<file path="src/hw/rtl/tgec_pkg.sv">
// Shared types, constants and helpers for the time gap event clusterer.
// No dependencies; used by every module of the block.
`default_nettype none

package tgec_pkg;

  localparam int unsigned MaxEventsDef = 64;

  localparam int unsigned DetW   = 3;
  localparam int unsigned EnW    = 16;
  localparam int unsigned SecW   = 32;
  localparam int unsigned NsW    = 30;
  localparam int unsigned NumW   = 32;
  localparam int unsigned GapW   = 32;
  localparam int unsigned GsizeW = 7;

  // signed width of the time step; covers -2.1e9 .. +6.1e9 ns
  localparam int unsigned StepW = 36;

  localparam int unsigned InDataW  = 112;
  localparam int unsigned InUserW  = 4;
  localparam int unsigned OutDataW = 120;
  localparam int unsigned OutUserW = 2;

  localparam int unsigned CfgIdxW  = 2;
  localparam int unsigned CfgDataW = 32;

  typedef enum logic [CfgIdxW-1:0] {
    CFG_DETECTOR  = 2'd0,
    CFG_THRESHOLD = 2'd1,
    CFG_GAP       = 2'd2,
    CFG_UNUSED    = 2'd3
  } cfg_idx_e;

  localparam logic [DetW-1:0] DetSelRst = 3'd1;
  localparam logic [EnW-1:0]  ThreshRst = 16'd700;
  localparam logic [GapW-1:0] GapRst    = 32'd1000000;

  typedef struct packed {
    logic [NumW-1:0] num;
    logic [EnW-1:0]  energy;
    logic [NsW-1:0]  ns;
    logic [SecW-1:0] sec;
  } entry_t;

  // seconds difference of -1..5 (index = difference + 1) in nanoseconds
  function automatic logic signed [StepW-1:0] sec_ns(input logic [2:0] idx);
    logic signed [StepW-1:0] r;
    r = '0;
    case (idx)
      3'd0:    r = -36'sd1000000000;
      3'd1:    r = 36'sd0;
      3'd2:    r = 36'sd1000000000;
      3'd3:    r = 36'sd2000000000;
      3'd4:    r = 36'sd3000000000;
      3'd5:    r = 36'sd4000000000;
      3'd6:    r = 36'sd5000000000;
      default: r = 36'sd0;
    endcase
    return r;
  endfunction

endpackage

`default_nettype wire

</file>
<file path="src/hw/rtl/tgec_gap_cmp.sv">
// Two-stage time step compare: new event time against the last stored one.
// Depends on tgec_pkg. The differences, then the result, are registered.
`default_nettype none

module tgec_gap_cmp (
  input  wire logic                        clk_i,
  input  wire logic [tgec_pkg::SecW-1:0]   sec_i,
  input  wire logic [tgec_pkg::NsW-1:0]    ns_i,
  input  wire logic [tgec_pkg::SecW-1:0]   last_sec_i,
  input  wire logic [tgec_pkg::NsW-1:0]    last_ns_i,
  input  wire logic [tgec_pkg::GapW-1:0]   gap_i,
  output logic                             gt_o
);

  logic signed [tgec_pkg::SecW:0]         dsec_d, dsec_q;
  logic signed [tgec_pkg::NsW:0]          dns_d, dns_q;
  logic signed [tgec_pkg::StepW-1:0]      step;
  logic                                   gt_d, gt_q;

  assign dsec_d = $signed({1'b0, sec_i}) - $signed({1'b0, last_sec_i});
  assign dns_d  = $signed({1'b0, ns_i}) - $signed({1'b0, last_ns_i});

  always_ff @(posedge clk_i) begin
    dsec_q <= dsec_d;
    dns_q  <= dns_d;
    gt_q   <= gt_d;
  end

  // Six or more seconds always exceeds any 32-bit gap; minus two or less is negative.
  always_comb begin
    step = tgec_pkg::sec_ns(dsec_q[2:0] + 3'd1)
         + tgec_pkg::StepW'(dns_q);
    if (dsec_q >= 33'sd6) begin
      gt_d = 1'b1;
    end else if (dsec_q <= -33'sd2) begin
      gt_d = 1'b0;
    end else begin
      gt_d = step > $signed({{(tgec_pkg::StepW-tgec_pkg::GapW){1'b0}}, gap_i});
    end
  end

  assign gt_o = gt_q;

endmodule

`default_nettype wire

</file>
<file path="config.mk">
export PLATFORM = sky130hd
export DESIGN_NAME = tgec_gap_cmp
export DESIGN_NICKNAME = d
export VERILOG_FILES = /design/src/hw/rtl/tgec_pkg.sv /design/src/hw/rtl/tgec_gap_cmp.sv
export SDC_FILE = /design/constraint.sdc
export NUM_CORES = 1
export LEC_CHECK = 0
export ABC_AREA = 1
export BUFFER_PORTS_ARGS = -buffer_cell sky130_fd_sc_hd__buf_2
export CAP_MARGIN = 20
export CELL_PAD_IN_SITES_DETAIL_PLACEMENT = 1
export CELL_PAD_IN_SITES_GLOBAL_PLACEMENT = 1
export CORE_ASPECT_RATIO = 1.2
export CORE_MARGIN = 5
export CORE_UTILIZATION = 34
export DETAILED_ROUTE_END_ITERATION = 10
export GPL_TIMING_DRIVEN = 0
export PLACE_DENSITY_LB_ADDON = 0.1
export SETUP_SLACK_MARGIN = 0.1
export SLEW_MARGIN = 20
export SYNTH_ARGS = -nofsm -noshare
export SYNTH_HDL_FRONTEND = slang
export SYNTH_SLANG_ARGS = --single-unit
</file>
<file path="constraint.sdc">
create_clock -name clk_i -period 5.3 [get_ports clk_i]
set_input_delay 0.265 -clock clk_i [delete_from_list [all_inputs] [get_ports clk_i]]
set_output_delay 0.265 -clock clk_i [all_outputs]
set_load 0.05 [all_outputs]
</file>
==> impl_metrics.json <==
{
  "synthCells": 1202,
  "cp.arrival_ns": 4.88,
  "post_drt_wl_per_cell_um": 14.4,
  "std_cell_rows": 61,
  "final_cells": 1691,
  "ys_seq_elements": 65,
  "antenna_found_initial": 0,
  "fin_nets": 1655,
  "worstPathRequired_ns": 5.58,
  "ys_seq_area_frac": 0.165,
  "cts_tree": "done",
  "hpwl_um": 22000,
  "min_path_cells": 3,
  "finalPower_mw": 3.15,
  "synthAdderAreaFrac": 0.205,
  "avgSynthCellArea_um2": 6.54,
  "reg2reg_slack_ns": 0.70,
  "max_freq_mhz": 217,
  "core_um2": 23000,
  "cts_root_buffer": "clkbuf_16",
  "grt_pass1_vias": 8944,
  "io_buffers": 157,
  "worstMarginPinSlew_ns": 0.520,
  "gr-total-overflow": 0,
  "multi_input_area_um2": 5710,
  "run_status": "finished, final reports clean",
  "layout-drive-gt1-share": 0.166,
  "regArea_um2": 1310,
  "syn_to_final_growth_pct": 19.2,
  "finClkSkew_ns": 0.00583,
  "insertion_delay_ns": 0.33,
  "max_stage_delay_ns": 0.40,
  "fin_crit_sh": 0.868,
  "vias": 8165,
  "cts_buffer_depth": 2,
  "finalSetupViolations": 0,
  "mostFrequentLayoutCells": "247 x nand2_1, 224 x inv_1, 157 x buf_2, 124 x ha_1, 123 x nor2_1",
  "rsz0062_at_grt": "false",
  "leakage_nw": 5.20,
  "fill_cells": 3085,
  "setup_tns_ns": 0,
  "pwr_density_cell_nw_per_um2": 336,
  "cp_max_fo": 10,
  "synth_fp_nets": 1486,
  "grt_first_pass_wirelength_um": 40600,
  "min_from": "last_ns_i[0]",
  "antenna_cells": 0,
  "die-area_um2": 26300,
  "ys.flop_type": "dfxtp_1",
  "min_to": "dns_q[0]",
  "synth_top_area_frac": 0.197,
  "synth_area_leaders": "ha_1 20%, dfxtp_1 17%, nand2_1 12%",
  "grt_max_degree": 14,
  "syn-cell-area_um2": 7870,
  "final_hold_viol_count": 0,
  "rr_endpoint": "gt_o",
  "synth_cell_types": 47,
  "layout_commonest_cell": "nand2_1",
  "htreeDepth": 3,
  "muxShareOfSynthArea": 0,
  "synth_top_cell_by_area": "ha_1",
  "yosys.area_share.simple": 0.266,
  "synth_compound_area_frac": 0.169,
  "ys_warn_count": 0,
  "synth_top_family_by_area": "simple AND/OR/NAND/NOR gates",
  "hold_class": "in -> reg",
  "dp_cells": 1674,
  "synth-xor-area-share": 0.0845,
  "cts_made_buffers": 9,
  "first_iter_violations": 180,
  "async_flop_share": 0,
  "initial_core_util": 0.342,
  "fp.dieH_um": 177,
  "slew-limit-headroom": 0.651,
  "critPathKind": "reg -> reg",
  "r2r_start": "dsec_q[0]",
  "vias_per_cell": 4.83,
  "fp.dieW_um": 149,
  "routabilityCongestion": 0.914,
  "r2r_cells": 29,
  "synth_edf_count": 0,
  "grt_use_total": 0.188,
  "startpoint_type": "register",
  "clock-sinks": 65,
  "drc": 0,
  "drt_wl_total_um": 24400,
  "finalMaxSlewViolations": 0,
  "detail-route-antenna-nets": 0,
  "fin_crit_ns": 4.60,
  "drv_cap": 0,
  "slowest_stage": "ha_1",
  "pin_count": 158,
  "path_clk_slew_ns": 0.06,
  "path_common_cell": "nand2_1",
  "end_kind": "register",
  "vdd_drop_max_v": 0.000148,
  "first_pass_iters": 4
}
[flip-flops by register name, summed over array words and instances, names as in the netlist]
register  flops
dns_q        31
gt_o          1
dsec_q       33
[cell families (layout without fill, tap and decap cells)]
logic type | count (synthesis) | count (layout)
and+or+nand+nor | 483 | 483
buffers and inverters | 231 | 405
AOI/OAI and AO/OA | 221 | 221
adders and majority gates | 127 | 127
xor gates and xnor gates | 75 | 75
DFF | 65 | 65
[power breakdown]
part,leakage (nW),total (mW),internal (mW),switching [mW]
clock,0.144,0.607,0.369,0.238
sequential,0.549,0.671,0.603,0.0673
combinational,4.51,1.88,0.712,1.16
total,5.20,3.15,1.68,1.47
[critical path: cells and delay by family (launching register included)]
family          cells  cell delay, ns
simple gates       18            2.09
fa+ha+maj           3            1.03
compound gates      4            0.56
flops               1            0.39
buf+inv             3            0.33
xor+xnor            1            0.15
[per-layer routing]
layer  part of all wire  GRT usage
met5                  0          0
met3              0.028     0.0174
met4              0.018     0.0443
met1               0.42      0.209
met2               0.54      0.379
[per-stage QoR]
step	cell area [µm²]	hold slack (ns)	util	setup WS, ns
4_1_cts	9350	0.181	0.407	0.281
2_1_floorplan	7870	0.435	-	1.54
5_1_grt	9380	0.211	0.408	0.101
3_3_place_gp	9040	0.533	0.394	0.411
3_5_place_dp	9040	0.536	0.394	0.360
6_report	9380	0.190	0.408	0.698
[layout make-up]
type | count | area share
Clock inverter | 7 | 0.00841
Clock buffer | 9 | 0.0240
Timing Repair Buffer | 158 | 0.0846
Inverter | 231 | 0.0925
Sequential cell | 65 | 0.139
Multi-Input combinational cell | 906 | 0.609
Tap cell | 315 | 0.0420
[synth_stat cells, types with 2 or more instances]
cell type	n
a21oi_1	90
o21ai_0	44
ha_1	124
a21oi_2	12
o221ai_1	2
o21ai_1	16
o21bai_1	8
a31oi_1	8
nand2_2	6
nand4_1	16
nand3b_1	5
nand3_1	41
inv_2	6
o31ai_1	3
nand3_2	6
and3_1	4
a21boi_1	3
nand2_1	247
o21ai_2	6
nor3_1	10
o211ai_1	2
nor3_2	5
xor2_1	45
a21o_1	13
dfxtp_1	65
o21a_1	3
fa_1	3
a21boi_0	2
a221oi_1	2
xnor2_1	29
or2_2	2
inv_1	224
nor4_1	13
nor2_1	123
a21boi_2	2
[timing repair]
item | CTS | global route
buffers inserted | 0 | 1
gates resized for setup | 0 | 6
endpoints found under the hold margin | 0 | 0
hold buffers | 0 | 0
setup endpoints to repair | 0 | 1
[worst max path at each step]
stage / to / slack [ns] / start / depth (start not counted)
floorplan: gt_o / 1.54 / dsec_q[0] / 29
global placement: gt_o / 0.41 / dsec_q[0] / 27
detailed placement: gt_o / 0.36 / dsec_q[0] / 27
CTS: gt_o / 0.28 / dsec_q[0] / 27
global route: gt_o / 0.10 / dsec_q[0] / 29
finish: gt_o / 0.70 / dsec_q[0] / 29
Note: power is estimated with default switching activity, not from simulation.
